--- src/pidc_pkg.sv ---
// Shared types and constants of the PID regulator.
package pidc_pkg;

	localparam int DATA_W    = 32;  // target, measured, error, drive
	localparam int GAIN_W    = 24;
	localparam int TIME_W    = 16;
	localparam int RATE_W    = 24;
	localparam int RATE_FRAC = 8;
	localparam int SUM_W     = 48;  // integral
	localparam int SPLIT     = 24;  // operand A split for two multiplier passes
	localparam int OPA_W     = 49;  // magnitude of operand A
	localparam int OPB_W     = 25;  // magnitude of operand B
	localparam int PROD_W    = 50;
	localparam int TERM_SH   = 40;  // products saturate at +-2^TERM_SH
	localparam int TERM_W    = 42;
	localparam int ADDR_W    = 5;
	localparam int PDATA_W   = 32;
	localparam int STEP_W    = 4;

	localparam logic [TIME_W-1:0] STEP_TIME_RST = 16'd1311;
	localparam logic [RATE_W-1:0] STEP_RATE_RST = 24'd12800;

	typedef enum logic [2:0] {
		REG_GAIN_P,
		REG_GAIN_I,
		REG_GAIN_D,
		REG_STEP_TIME,
		REG_STEP_RATE
	} reg_idx_t;

	typedef struct packed {
		logic signed [GAIN_W-1:0] gain_p;
		logic signed [GAIN_W-1:0] gain_i;
		logic signed [GAIN_W-1:0] gain_d;
		logic [TIME_W-1:0]        step_time;
		logic [RATE_W-1:0]        step_rate;
	} cfg_t;

	typedef logic [STEP_W-1:0] step_t;

	typedef enum logic [1:0] {A_ERR, A_DIFF, A_SUM, A_DERIV} asel_t;
	typedef enum logic [2:0] {B_TIME, B_RATE, B_GP, B_GI, B_GD} bsel_t;
	typedef enum logic [2:0] {D_NONE, D_INC, D_DERIV, D_TP, D_TI, D_TD} dst_t;
	typedef enum logic [1:0] {J_NEXT, J_IN, J_OUT} jmp_t;

	// One microcode word.
	typedef struct packed {
		logic  load;    // take input item, form error
		logic  diff;    // form error difference, update last error
		logic  mul;     // multiplier pass
		logic  mul_hi;  // upper half of operand A
		logic  cap;     // round low partial product, latch sign and scale
		asel_t a;
		bsel_t b;
		logic  rate;    // scale is RATE_FRAC instead of FRAC_BITS
		dst_t  fin;     // finish product into this term register
		logic  acc;     // integral += increment
		logic  drive;   // sum terms into output register
		jmp_t  jmp;
		step_t tgt;
	} ctl_t;

endpackage

--- src/pidc_in_if.sv ---
// Input channel: target and measured value.
interface pidc_in_if;
	import pidc_pkg::*;

	logic                     valid;
	logic                     ready;
	logic signed [DATA_W-1:0] target;
	logic signed [DATA_W-1:0] measured;

	modport source (output valid, output target, output measured, input ready);
	modport sink (input valid, input target, input measured, output ready);
endinterface

--- src/pidc_out_if.sv ---
// Output channel: drive and clip flag.
interface pidc_out_if;
	import pidc_pkg::*;

	logic                     valid;
	logic                     ready;
	logic signed [DATA_W-1:0] drive;
	logic                     clipped;

	modport source (output valid, output drive, output clipped, input ready);
	modport sink (input valid, input drive, input clipped, output ready);
endinterface

--- src/pidc_regs.sv ---
// APB register file for gains and period settings.
module pidc_regs (
	input  logic                          clk,
	input  logic                          arst_n,
	input  logic                          psel,
	input  logic                          penable,
	input  logic                          pwrite,
	input  logic [pidc_pkg::ADDR_W-1:0]   paddr,
	input  logic [pidc_pkg::PDATA_W-1:0]  pwdata,
	output logic [pidc_pkg::PDATA_W-1:0]  prdata,
	output logic                          pready,
	output pidc_pkg::cfg_t                cfg
);
	import pidc_pkg::*;

	cfg_t     cfg_q;
	reg_idx_t idx;
	logic     wr;

	assign idx    = reg_idx_t'(paddr[ADDR_W-1:2]);
	assign wr     = psel && penable && pwrite;
	assign pready = 1'b1;
	assign cfg    = cfg_q;

	always_ff @(posedge clk or negedge arst_n) begin
		if (!arst_n) begin
			cfg_q.gain_p    <= '0;
			cfg_q.gain_i    <= '0;
			cfg_q.gain_d    <= '0;
			cfg_q.step_time <= STEP_TIME_RST;
			cfg_q.step_rate <= STEP_RATE_RST;
		end else if (wr) begin
			unique case (idx)
				REG_GAIN_P:    cfg_q.gain_p    <= signed'(pwdata[GAIN_W-1:0]);
				REG_GAIN_I:    cfg_q.gain_i    <= signed'(pwdata[GAIN_W-1:0]);
				REG_GAIN_D:    cfg_q.gain_d    <= signed'(pwdata[GAIN_W-1:0]);
				REG_STEP_TIME: cfg_q.step_time <= pwdata[TIME_W-1:0];
				REG_STEP_RATE: cfg_q.step_rate <= pwdata[RATE_W-1:0];
				default: ;
			endcase
		end
	end

	always_comb begin
		unique case (idx)
			REG_GAIN_P:    prdata = PDATA_W'(unsigned'(cfg_q.gain_p));
			REG_GAIN_I:    prdata = PDATA_W'(unsigned'(cfg_q.gain_i));
			REG_GAIN_D:    prdata = PDATA_W'(unsigned'(cfg_q.gain_d));
			REG_STEP_TIME: prdata = PDATA_W'(cfg_q.step_time);
			REG_STEP_RATE: prdata = PDATA_W'(cfg_q.step_rate);
			default:       prdata = '0;
		endcase
	end
endmodule

--- src/pidc_seq.sv ---
// Microcode sequencer: step counter, control ROM and jump logic.
module pidc_seq (
	input  logic          clk,
	input  logic          arst_n,
	input  logic          in_valid,
	input  logic          out_free,
	output pidc_pkg::ctl_t ctl
);
	import pidc_pkg::*;

	step_t step_q;
	step_t step_d;

	// Products overlap: the finish of one product shares a step with the
	// low pass of the next.
	function automatic ctl_t prog(input step_t s);
		ctl_t w;
		w = '0;
		unique case (s)
			4'd0: begin
				w.load = 1'b1;
				w.jmp  = J_IN;
			end
			4'd1: w.diff = 1'b1;
			4'd2: begin
				w.mul = 1'b1; w.a = A_ERR; w.b = B_TIME;
			end
			4'd3: begin
				w.mul = 1'b1; w.mul_hi = 1'b1; w.cap = 1'b1; w.a = A_ERR; w.b = B_TIME;
			end
			4'd4: begin
				w.fin = D_INC; w.mul = 1'b1; w.a = A_DIFF; w.b = B_RATE;
			end
			4'd5: begin
				w.mul = 1'b1; w.mul_hi = 1'b1; w.cap = 1'b1; w.a = A_DIFF; w.b = B_RATE;
				w.rate = 1'b1; w.acc = 1'b1;
			end
			4'd6: begin
				w.fin = D_DERIV; w.mul = 1'b1; w.a = A_ERR; w.b = B_GP;
			end
			4'd7: begin
				w.mul = 1'b1; w.mul_hi = 1'b1; w.cap = 1'b1; w.a = A_ERR; w.b = B_GP;
			end
			4'd8: begin
				w.fin = D_TP; w.mul = 1'b1; w.a = A_SUM; w.b = B_GI;
			end
			4'd9: begin
				w.mul = 1'b1; w.mul_hi = 1'b1; w.cap = 1'b1; w.a = A_SUM; w.b = B_GI;
			end
			4'd10: begin
				w.fin = D_TI; w.mul = 1'b1; w.a = A_DERIV; w.b = B_GD;
			end
			4'd11: begin
				w.mul = 1'b1; w.mul_hi = 1'b1; w.cap = 1'b1; w.a = A_DERIV; w.b = B_GD;
			end
			4'd12: w.fin = D_TD;
			4'd13: begin
				w.drive = 1'b1;
				w.jmp   = J_OUT;
				w.tgt   = '0;
			end
			default: begin
				w.jmp = J_OUT;
				w.tgt = '0;
			end
		endcase
		return w;
	endfunction

	assign ctl = prog(step_q);

	always_comb begin
		unique case (ctl.jmp)
			J_NEXT:  step_d = step_q + 1'b1;
			J_IN:    step_d = in_valid ? step_q + 1'b1 : step_q;
			J_OUT:   step_d = out_free ? ctl.tgt : step_q;
			default: step_d = '0;
		endcase
	end

	always_ff @(posedge clk or negedge arst_n) begin
		if (!arst_n) begin
			step_q <= '0;
		end else begin
			step_q <= step_d;
		end
	end
endmodule

--- src/pidc_dp.sv ---
// Datapath: error, shared multiplier with rounding, integral and drive sum.
module pidc_dp #(
	parameter int FRAC_BITS = 16
) (
	input  logic                             clk,
	input  logic                             arst_n,
	input  pidc_pkg::ctl_t                   ctl,
	input  pidc_pkg::cfg_t                   cfg,
	input  logic                             in_valid,
	input  logic signed [pidc_pkg::DATA_W-1:0] target,
	input  logic signed [pidc_pkg::DATA_W-1:0] measured,
	input  logic                             out_ready,
	output logic                             out_valid,
	output logic signed [pidc_pkg::DATA_W-1:0] drive,
	output logic                             clipped,
	output logic                             out_free
);
	import pidc_pkg::*;

	localparam int FUP = SPLIT - FRAC_BITS;
	localparam int RUP = SPLIT - RATE_FRAC;
	localparam logic [PROD_W-1:0] F_THR = PROD_W'(1) << (TERM_SH - SPLIT + FRAC_BITS);
	localparam logic [PROD_W-1:0] R_THR = PROD_W'(1) << (TERM_SH - SPLIT + RATE_FRAC);
	localparam logic [PROD_W-1:0] F_HALF = PROD_W'(1) << (FRAC_BITS - 1);
	localparam logic [PROD_W-1:0] R_HALF = PROD_W'(1) << (RATE_FRAC - 1);
	localparam logic [TERM_W-1:0] LIM = TERM_W'(1) << TERM_SH;
	localparam logic signed [DATA_W:0] D_MAX = (DATA_W+1)'({1'b0, {(DATA_W-1){1'b1}}});
	localparam logic signed [DATA_W:0] D_MIN = (DATA_W+1)'({2'b11, {(DATA_W-1){1'b0}}});
	localparam int DSUM_W = TERM_W + 2;

	logic signed [DATA_W-1:0] err_q, last_q;
	logic signed [DATA_W:0]   diff_q;
	logic signed [SUM_W-1:0]  esum_q;
	logic signed [TERM_W-1:0] inc_q, deriv_q, tp_q, ti_q, td_q;
	logic [PROD_W-1:0]        prod_q;
	logic [TERM_W-1:0]        lornd_q;
	logic                     neg_q, rate_q;
	logic                     out_valid_q, clip_q;
	logic signed [DATA_W-1:0] drive_q;

	logic signed [DATA_W:0]   sub;
	logic signed [DATA_W-1:0] err_c;
	logic signed [OPA_W-1:0]  opa;
	logic signed [OPB_W-1:0]  opb;
	logic [OPA_W-1:0]         ua;
	logic [OPB_W-1:0]         ub;
	logic [OPB_W-1:0]         mfac;
	logic [PROD_W-1:0]        prod_c;
	logic [PROD_W-1:0]        lo_sum;
	logic [TERM_W-1:0]        lornd_c;
	logic                     ovf;
	logic [TERM_W-1:0]        hi_w, hi_sh, mag_sum, mag;
	logic signed [TERM_W-1:0] term;
	logic signed [SUM_W:0]    esum_ext;
	logic signed [DSUM_W-1:0] dsum;
	logic                     load;
	logic                     emit;

	assign load     = ctl.load && in_valid;
	assign out_free = !out_valid_q || out_ready;
	assign emit     = ctl.drive && out_free;

	// error = sat32(target - measured)
	always_comb begin
		sub = (DATA_W+1)'(target) - (DATA_W+1)'(measured);
		if (sub > D_MAX)      err_c = D_MAX[DATA_W-1:0];
		else if (sub < D_MIN) err_c = D_MIN[DATA_W-1:0];
		else                  err_c = sub[DATA_W-1:0];
	end

	// operand select and magnitudes
	always_comb begin
		case (ctl.a)
			A_ERR:   opa = OPA_W'(err_q);
			A_DIFF:  opa = OPA_W'(diff_q);
			A_SUM:   opa = OPA_W'(esum_q);
			A_DERIV: opa = OPA_W'(deriv_q);
			default: opa = '0;
		endcase
		case (ctl.b)
			B_TIME:  opb = signed'({{(OPB_W-TIME_W){1'b0}}, cfg.step_time});
			B_RATE:  opb = signed'({{(OPB_W-RATE_W){1'b0}}, cfg.step_rate});
			B_GP:    opb = OPB_W'(cfg.gain_p);
			B_GI:    opb = OPB_W'(cfg.gain_i);
			B_GD:    opb = OPB_W'(cfg.gain_d);
			default: opb = '0;
		endcase
		ua     = opa[OPA_W-1] ? unsigned'(-opa) : unsigned'(opa);
		ub     = opb[OPB_W-1] ? unsigned'(-opb) : unsigned'(opb);
		mfac   = ctl.mul_hi ? ua[OPA_W-1:SPLIT] : {1'b0, ua[SPLIT-1:0]};
		prod_c = mfac * ub;
	end

	// low partial product rounded at its scale
	always_comb begin
		lo_sum  = prod_q + (ctl.rate ? R_HALF : F_HALF);
		lornd_c = ctl.rate ? TERM_W'(lo_sum >> RATE_FRAC) : TERM_W'(lo_sum >> FRAC_BITS);
	end

	// combine high partial product, saturate to +-2^40, apply sign
	always_comb begin
		ovf     = prod_q > (rate_q ? R_THR : F_THR);
		hi_w    = {1'b0, prod_q[TERM_SH:0]};
		hi_sh   = rate_q ? (hi_w << RUP) : (hi_w << FUP);
		mag_sum = hi_sh + lornd_q;
		mag     = (ovf || mag_sum > LIM) ? LIM : mag_sum;
		term    = neg_q ? -signed'(mag) : signed'(mag);
	end

	assign esum_ext = (SUM_W+1)'(esum_q) + (SUM_W+1)'(inc_q);
	assign dsum     = DSUM_W'(tp_q) + DSUM_W'(ti_q) + DSUM_W'(td_q);

	// architectural state and output control
	always_ff @(posedge clk or negedge arst_n) begin
		if (!arst_n) begin
			esum_q      <= '0;
			last_q      <= '0;
			out_valid_q <= 1'b0;
		end else begin
			if (ctl.diff) begin
				last_q <= err_q;
			end
			if (ctl.acc) begin
				if (esum_ext[SUM_W] != esum_ext[SUM_W-1]) begin
					esum_q <= {esum_ext[SUM_W], {(SUM_W-1){!esum_ext[SUM_W]}}};
				end else begin
					esum_q <= esum_ext[SUM_W-1:0];
				end
			end
			if (emit) begin
				out_valid_q <= 1'b1;
			end else if (out_ready) begin
				out_valid_q <= 1'b0;
			end
		end
	end

	// working registers
	always_ff @(posedge clk) begin
		if (load) begin
			err_q <= err_c;
		end
		if (ctl.diff) begin
			diff_q <= (DATA_W+1)'(err_q) - (DATA_W+1)'(last_q);
		end
		if (ctl.mul) begin
			prod_q <= prod_c;
		end
		if (ctl.cap) begin
			lornd_q <= lornd_c;
			neg_q   <= opa[OPA_W-1] ^ opb[OPB_W-1];
			rate_q  <= ctl.rate;
		end
		case (ctl.fin)
			D_INC:   inc_q   <= term;
			D_DERIV: deriv_q <= term;
			D_TP:    tp_q    <= term;
			D_TI:    ti_q    <= term;
			D_TD:    td_q    <= term;
			default: ;
		endcase
		if (emit) begin
			if (dsum > DSUM_W'(D_MAX)) begin
				drive_q <= D_MAX[DATA_W-1:0];
				clip_q  <= 1'b1;
			end else if (dsum < DSUM_W'(D_MIN)) begin
				drive_q <= D_MIN[DATA_W-1:0];
				clip_q  <= 1'b1;
			end else begin
				drive_q <= dsum[DATA_W-1:0];
				clip_q  <= 1'b0;
			end
		end
	end

	assign out_valid = out_valid_q;
	assign drive     = drive_q;
	assign clipped   = clip_q;
endmodule

--- src/pid_controller_unit.sv ---
// Top level of the microcoded fixed-point PID regulator.
//
//  channel  dir  handshake           payload
//  sample   in   valid / ready       target, measured (signed Q16.16)
//  result   out  valid / ready       drive (signed Q16.16, saturated), clipped
//  apb      in   psel/penable/pready gain_p, gain_i, gain_d, step_time, step_rate
//
// Sequence: an item is accepted only at the load step, and the next item is not
// accepted until the program has run through all of its steps. The steps follow
// from the single 25x25 multiplier: five products, two passes each, one
// finish step overlapped with the next product, plus load, difference and final
// sum steps.
// Reset clears the integral, the previous error, the registers (period and
// rate to their defaults) and the step counter; no clearing pass is needed.
// A finished result waits in the output register; the sequencer holds at its
// last step only while an earlier result is still untaken.
module pid_controller_unit #(
	parameter int FRAC_BITS = 16
) (
	input  logic                          clk,
	input  logic                          arst_n,
	pidc_in_if.sink                       sample,
	pidc_out_if.source                    result,
	input  logic                          psel,
	input  logic                          penable,
	input  logic                          pwrite,
	input  logic [pidc_pkg::ADDR_W-1:0]   paddr,
	input  logic [pidc_pkg::PDATA_W-1:0]  pwdata,
	output logic [pidc_pkg::PDATA_W-1:0]  prdata,
	output logic                          pready
);
	import pidc_pkg::*;

	cfg_t cfg;
	ctl_t ctl;
	logic out_free;

	pidc_regs u_regs (
		.clk     (clk),
		.arst_n  (arst_n),
		.psel    (psel),
		.penable (penable),
		.pwrite  (pwrite),
		.paddr   (paddr),
		.pwdata  (pwdata),
		.prdata  (prdata),
		.pready  (pready),
		.cfg     (cfg)
	);

	// step counter and control ROM
	pidc_seq u_seq (
		.clk      (clk),
		.arst_n   (arst_n),
		.in_valid (sample.valid),
		.out_free (out_free),
		.ctl      (ctl)
	);

	// input is taken only at the load step of the program
	assign sample.ready = ctl.load;

	pidc_dp #(
		.FRAC_BITS (FRAC_BITS)
	) u_dp (
		.clk       (clk),
		.arst_n    (arst_n),
		.ctl       (ctl),
		.cfg       (cfg),
		.in_valid  (sample.valid),
		.target    (sample.target),
		.measured  (sample.measured),
		.out_ready (result.ready),
		.out_valid (result.valid),
		.drive     (result.drive),
		.clipped   (result.clipped),
		.out_free  (out_free)
	);

	// a clipped drive sits at one of the rails
	a_clip_rail: assert property (@(posedge clk) disable iff (!arst_n)
		result.valid && result.clipped |->
			(result.drive == 32'sh7fffffff || result.drive == 32'sh80000000))
		else $error("clipped drive not at a rail");

	// one item at a time: no input taken right after an acceptance
	a_one_item: assert property (@(posedge clk) disable iff (!arst_n)
		sample.valid && sample.ready |=> !sample.ready)
		else $error("input taken on consecutive cycles");

	// a new result only comes out of the final sum step
	a_result_src: assert property (@(posedge clk) disable iff (!arst_n)
		$rose(result.valid) |-> $past(ctl.drive))
		else $error("result raised outside the sum step");
endmodule
--- src/flat_wrapper.sv ---
// flat-port wrapper written by rule: the top's interface ports become plain ports
module pid_controller_unit_flat import pidc_pkg::*;
#(
	parameter int FRAC_BITS = 16
)
  (clk, arst_n, psel, penable, pwrite, paddr, pwdata, prdata, pready, sample_valid, sample_target, sample_measured, sample_ready, result_valid, result_drive, result_clipped, result_ready);
  pidc_in_if sample_i ();
  pidc_out_if result_i ();
  input  logic clk;
  input  logic arst_n;
  input  logic psel;
  input  logic penable;
  input  logic pwrite;
  input  logic [pidc_pkg::ADDR_W-1:0] paddr;
  input  logic [pidc_pkg::PDATA_W-1:0] pwdata;
  output logic [pidc_pkg::PDATA_W-1:0] prdata;
  output logic pready;
  input wire logic [$bits(sample_i.valid)-1:0] sample_valid;
  input wire logic [$bits(sample_i.target)-1:0] sample_target;
  input wire logic [$bits(sample_i.measured)-1:0] sample_measured;
  output wire logic [$bits(sample_i.ready)-1:0] sample_ready;
  output wire logic [$bits(result_i.valid)-1:0] result_valid;
  output wire logic [$bits(result_i.drive)-1:0] result_drive;
  output wire logic [$bits(result_i.clipped)-1:0] result_clipped;
  input wire logic [$bits(result_i.ready)-1:0] result_ready;
  assign sample_i.valid = sample_valid;
  assign sample_i.target = sample_target;
  assign sample_i.measured = sample_measured;
  assign sample_ready = sample_i.ready;
  assign result_valid = result_i.valid;
  assign result_drive = result_i.drive;
  assign result_clipped = result_i.clipped;
  assign result_i.ready = result_ready;
  pid_controller_unit #(.FRAC_BITS(FRAC_BITS)) u_core (.clk(clk), .arst_n(arst_n), .sample(sample_i), .result(result_i), .psel(psel), .penable(penable), .pwrite(pwrite), .paddr(paddr), .pwdata(pwdata), .prdata(prdata), .pready(pready));
endmodule
--- config.mk ---
export PLATFORM = sky130hd
export DESIGN_NAME = pid_controller_unit_flat
export DESIGN_NICKNAME = d
export VERILOG_FILES = /design/src/pidc_pkg.sv /design/src/pidc_in_if.sv /design/src/pidc_out_if.sv /design/src/pidc_regs.sv /design/src/pidc_seq.sv /design/src/pidc_dp.sv /design/src/pid_controller_unit.sv /design/src/flat_wrapper.sv
export SDC_FILE = /design/constraint.sdc
export NUM_CORES = 2
export LEC_CHECK = 0
export BUFFER_PORTS_ARGS = -buffer_cell sky130_fd_sc_hd__buf_2
export CAP_MARGIN = 20
export CORE_ASPECT_RATIO = 0.7
export CORE_MARGIN = 1
export CORE_UTILIZATION = 45
export DETAILED_ROUTE_END_ITERATION = 8
export GPL_TIMING_DRIVEN = 1
export HOLD_SLACK_MARGIN = 0.1
export PLACE_DENSITY_LB_ADDON = 0.1
export SETUP_SLACK_MARGIN = 0.3
export SKIP_CTS_REPAIR_TIMING = 1
export SLEW_MARGIN = 20
export SYNTH_ARGS = -nofsm -noshare
export SYNTH_HDL_FRONTEND = slang
export SYNTH_SLANG_ARGS = --single-unit
--- constraint.sdc ---
create_clock -name clk -period 30.5 [get_ports clk]
set_input_delay 4.575 -clock clk [delete_from_list [all_inputs] [get_ports clk]]
set_output_delay 4.575 -clock clk [all_outputs]
set_load 0.02 [all_outputs]
Yosys cells after proc, flatten, opt, wreduce, memory -nomap -nowiden
Cells that the tools add are included.
- register bits after elaboration: 599
- bits in latches: 0
- bits in writable memories: 0
- memory bits (read-only): 0
- logic and storage cells: 133
- memories kept: 0
- add/subtract/negate cells: 11
- multipliers: 1
- div/mod/pow operators: 0
- magnitude comparators: 6
- equality and inequality tests: 34
- shift operators: 0
- multiplexer cells: 30
- bitwise operators: 1
- reduce and logical (&&, ||, !) cells: 27
- operator list (operator ; number):
    one-hot mux 49 bit (4 select lines) ; 1
    two-way mux 42 bit ; 3
    one-hot mux 25 bit (5 select lines) ; 1
    one-hot mux 24 bit (5 select lines) ; 1
    subtractor 32 x 32 -> 33 bit ; 2
    two-way mux 32 bit ; 2
    adder 50 x 16 -> 50 bit ; 1
    greater-than comparator 50 x 33 -> 1 bit ; 1
    multiplier 25 x 25 -> 50 bit ; 1
    two-way mux 25 bit ; 2
    adder 48 x 42 -> 49 bit ; 1
    two-way mux 49 bit ; 1
    negation 49 bit ; 1
    two-way mux 48 bit ; 1
    adder 43 x 42 -> 44 bit ; 1
    greater-than comparator 44 x 32 -> 1 bit, second input constant ; 1
    less-than comparator 44 x 32 -> 1 bit, second input constant ; 1
    adder 42 x 42 -> 43 bit ; 1
    adder 42 bit ; 1
    greater-than comparator 42 x 41 -> 1 bit, second input constant ; 1
    negation 42 bit ; 1
    two-way mux 34 bit ; 1
    greater-than comparator 33 x 32 -> 1 bit, second input constant ; 1
    less-than comparator 33 x 32 -> 1 bit, second input constant ; 1
    other kinds (35) ; 81

Depth between registers and ports, before layout
- depth in word-level cells: 9
- gate-level depth with buffers: 47
- mapped depth without buffers: 44

By module
Synthesis repeated with hierarchy kept, for this count alone.
- cells, all modules: 6033
- area, all modules: 59603.4 um^2
- modules (own cells, without submodules) (module ; times used ; cells each ; area each (um^2)):
    pidc_dp ; 1 ; 5598 ; 53851.6
    pidc_regs ; 1 ; 366 ; 5216.3
    pidc_seq ; 1 ; 69 ; 535.5

Least setup slack after synthesis
OpenSTA, ideal clock, no wires.
- path type: flip-flop to flip-flop
- start: reg u_core.u_seq.step_q[0]
- end: reg u_core.u_dp.prod_q[49], data pin
- setup time: 260 ps
- arrival time: 10806 ps
- required time: 30240 ps
- path slack: 19434 ps
- cell stages (with the launch flop): 42
- path buffers: 4
- clock period less this slack: 11066 ps
- path through: dfrtp_1 -> inv_1 -> ha_1 -> or4_1 -> buf_2 -> buf_6 -> a221oi_2 -> a41oi_1 -> or3_4 -> or4_1 -> buf_2 -> nor4_4 -> and2_4 -> a21oi_1 -> xnor2_1 -> mux2i_1 -> clkbuf_1 -> nand2_1 -> [... 6 more ...] -> fa_1 -> fa_1 -> fa_1 -> inv_1 -> fa_1 -> inv_1 -> ha_1 -> nand3_1 -> nor3b_1 -> or4b_2 -> a2111oi_0 -> o31ai_1 -> a21oi_1 -> o211ai_1 -> a21oi_1 -> a21o_1 -> a21oi_1 -> xnor2_1
- cells in the longest elaborated chain, start to end: 9
- elaborated cells between the ends (all ways): 33
- RTL lines (item ; RTL line ; RTL):
    start: declaration ; pidc_seq.sv:11 ; step_t step_q;
    start signal: assignment ; pidc_seq.sv:85 ; step_q <= step_d;
    == test 4 bit / == test 4 x 3 -> 1 bit (equally long branches) ; pidc_seq.sv:19 ; unique case (s)
    OR reduction 2 bit (no source line) ; -- ;
    one-hot mux 5 bit (4 select lines) ; pidc_seq.sv:19 ;
    == test 2 bit (tied with other cells) ; pidc_dp.sv:73 ; case (ctl.a)
    one-hot mux 49 bit (4 select lines) ; pidc_dp.sv:73 ;
    negation 49 bit ; pidc_dp.sv:88 ; ua = opa[OPA_W-1] ? unsigned'(-opa) : unsigned'(opa);
    two-way mux 49 bit ; pidc_dp.sv:88 ;
    two-way mux 25 bit ; pidc_dp.sv:90 ; mfac = ctl.mul_hi ? ua[OPA_W-1:SPLIT] : {1'b0, ua[SPLIT-1:0]};
    multiplier 25 x 25 -> 50 bit * ; pidc_dp.sv:91 ; prod_c = mfac * ub;
    via u_core.u_dp.prod_c[49] ; pidc_dp.sv:48 ; logic [PROD_W-1:0] prod_c;
    end signal: assignment ; pidc_dp.sv:147 ; prod_q <= prod_c;
    end: declaration ; pidc_dp.sv:35 ; logic [PROD_W-1:0] prod_q;
The timed path passes the listed nets; every way through them passes the cells marked *.
A chain may end at the register's enable or synchronous reset.

Worst setup path after layout
- start: reg u_core.u_seq.step_q[1]
- end: reg u_core.u_dp.prod_q[43], data pin
The elaborated chain is that of the path after synthesis.

==> results.json <==
{
  "number_of_global_route_vias_before_repair": 45607,
  "max_cap_viol_count": 0,
  "wl_per_cell_um": 22.53,
  "remaining_drc_errors": 4,
  "timing.setup.tns_ns": 0,
  "finalCritPeriodShare_pct": 48.18,
  "yosys-top-cells-count": "sky130_fd_sc_hd__inv_1, sky130_fd_sc_hd__nand2_1, sky130_fd_sc_hd__fa_1, sky130_fd_sc_hd__nor2_1, sky130_fd_sc_hd__edfxtp_1",
  "synthAdderAreaFrac_pct": 27.91,
  "route.detailed.vias_per_inst": 5.747,
  "result_of_the_run": "finished, violations left",
  "synthMuxAreaShare_pct": 3.756,
  "largest_reg_flops": 112,
  "timing.slew.headroom_pct": 18.99,
  "slowest_stage": "sky130_fd_sc_hd__xnor2_1",
  "synthXorXnorAreaFrac_pct": 4.335,
  "critPathMaxStageDelay_ns": 0.71,
  "worstHoldPathType": "reg -> reg",
  "globalRoute.busiestLayer": "met1",
  "ys_warn_count": 0,
  "ys_seq_area_share_pct": 28.55,
  "worst_clock_skew_ns": 0.05476,
  "reg2reg_from": "u_core.u_seq.step_q[1]",
  "worst_path_most_repeated_cell": "sky130_fd_sc_hd__inv_1",
  "cts.reportedPaths.clkPinSlew_ns": 0.06,
  "floorplan.die.height_um": 306.5,
  "fp.coreArea_sq_um": 131100,
  "synth_top_cell_by_area": "sky130_fd_sc_hd__edfxtp_1",
  "hold-path-cell-count": 1,
  "yosysUniqueCellTypes": 105,
  "netlist_instances": 6205,
  "initial_core_util_pct": 45.46,
  "dominantRegCellSynth": "sky130_fd_sc_hd__edfxtp_1",
  "wirelength_um": 183200,
  "timing.critical_path.arrival_ns": 15.04,
  "fp-row-count": 111,
  "finish.net_count": 7389,
  "drt_iter0_drc": 4536,
  "timing.critical_path.to_type": "register",
  "timing.final.max_slew_violations": 0,
  "timing.final.hold_violations": 0,
  "worst_setup_path_startpoint": "u_core.u_seq.step_q[1]",
  "clock_path_buffers": 3,
  "synth.ff_latch_count": 599,
  "cts.sink_count": 599,
  "setup.worst_path.start_class": "register",
  "drive_gt1_share_pct": 10.46,
  "setup_viol_count_final": 0,
  "critPathKind": "reg -> reg",
  "global_route.usage.met2_pct": 36.84,
  "worst-r2r-cell-count": 43,
  "drt_pass1_iterations": 9,
  "die_footprint_sq_um": 133900,
  "gr-usage-met3_pct": 6.893,
  "synth_compound_area_share_pct": 14.91,
  "synthArstFlopShare_pct": 32.89,
  "post_synth_instance_area_sq_um": 59600,
  "syn-mean-instance-area_sq_um": 9.605,
  "worstPathMaxFanout": 65,
  "fmax_mhz": 68.05,
  "hold_start": "u_core.u_dp.last_q[0]",
  "worst_pin_slew_ns": 1.205,
  "clock_latency_on_the_worst_skew_pair_ns": 0.70,
  "synth_enable_flop_cells": 402,
  "global_route_wire_length_before_repair_um": 280500,
  "final_replace_weighted_congestion": 0.9451,
  "post_synth_and_or_nand_nor_area_fraction_pct": 13.79,
  "main_combinational_cell_family_by_area_after_synthesis": "adder cells",
  "grt_max_degree": 97,
  "antenna_found_initial": 16,
  "finish.cell_count_without_fillers": 8131,
  "grt-ovfl-total": 0,
  "final_period_minus_worst_setup_slack_ns": 14.69,
  "cell_count_after_placement": 8006,
  "via_count": 46726,
  "critPathRequiredTime_ns": 30.84,
  "rsz0062_at_grt": "no",
  "port_buffers": 156,
  "failed_checks": "design-rule violations",
  "numCtsBuffers": 68,
  "dpl.hpwl_um": 138200,
  "clockRootBuffer": "sky130_fd_sc_hd__clkbuf_16",
  "fp.dieW_um": 437.0,
  "pin_count": 176,
  "route.antenna.remaining_nets": 0,
  "globalRouteTotalUtil_pct": 27.22,
  "synth_top_area_share_pct": 20.25,
  "grt.met1_usage_pct": 43.13,
  "cts_tree": "done",
  "n_fill_cell": 12314,
  "layout_area_growth_over_synthesis_pct": 9.464,
  "most_frequently_used_cell_type_in_the_post_synthesis_netlist": "sky130_fd_sc_hd__inv_1",
  "ctsHtreeMaxLevel": 3,
  "biggest_area_contributors_in_the_synthesized_netlist": "sky130_fd_sc_hd__edfxtp_1, sky130_fd_sc_hd__fa_1, sky130_fd_sc_hd__ha_1"
}
==> cell usage in the layout, fill, tap and decap left out, drive strengths merged, types with 123 or more instances in the layout <==
master  instances
a21o          140
and2          123
ha            383
inv           759
xnor2         188
fa            573
o21ai         289
dfrtp         187
buf           269
mux2          157
nand3         149
a21oi         344
nor2          413
edfxtp        402
nand2         622
==> metal layers <==
metal | vias up | routed length [um]
met4 | 8 | 2671
li1 | 21570 | -
met2 | 1735 | 71790
met1 | 23230 | 90350
met5 | - | 52
met3 | 183 | 18320
==> cell type report <==
type,instances,area [sq um],area share (%)
Antenna cell,3,7.507,0.01151
Tap cell,1751,2191,3.358
Clock inverter,33,397.9,0.6099
Sequential cell,599,17010,26.08
Multi-Input combinational cell,4630,39280,60.20
Inverter,756,2838,4.350
Clock buffer,89,1873,2.871
Timing Repair Buffer,270,1643,2.518
==> worst max-delay path: cells and delay by family, from the launching register on <==
family                   cells  cell delay, ns
AO/OA/AOI/OAI                9            2.73
XOR/XNOR                     1            0.71
adder cells (fa/ha/maj)     10            4.83
buffers and inverters       11            1.99
flip-flops                   1            0.43
AND/OR/NAND/NOR             12            3.61
==> metrics by stage <==
stage | hold slack, ns | instance area (sq um) | setup WS (ns) | utilization (%)
floorplan | 0.4768 | 59810 | 19.43 | -
global placement | 0.4937 | 62900 | 16.23 | 47.98
detailed placement | 0.5038 | 62930 | 16.17 | 48.00
CTS | 0.5180 | 65200 | 16.10 | 49.73
global route | 0.5429 | 65230 | 14.80 | 49.76
finish | 0.5149 | 65240 | 15.81 | 49.76
==> kinds of logic (layout without fill, tap and decap cells) <==
kind of cell	count (synthesis)	in the layout
AO/OA/AOI/OAI	1340	1340
AND/OR/NAND/NOR	1740	1740
XOR/XNOR	295	295
buffers and inverters	1032	1148
other	2	61
multiplexers	204	204
adder cells (fa/ha/maj)	993	993
flip-flops	599	599
==> worst paths after layout <==
path,end,slack (ns)
worst max-delay path,u_core.u_dp.prod_q[43],15.81
worst min-delay path,u_core.u_dp.last_q[0],0.51
worst max register to register,u_core.u_dp.prod_q[43],15.81
max in group asynchronous,u_core.u_dp.esum_q[2],24.46
worst min register to register,u_core.u_dp.last_q[0],0.51
min in group asynchronous,u_core.u_regs.cfg[22],3.97
Power is left out: the tool's default activity adds up to more than one toggle a clock period on the data nets, which glitch-free logic cannot reach.
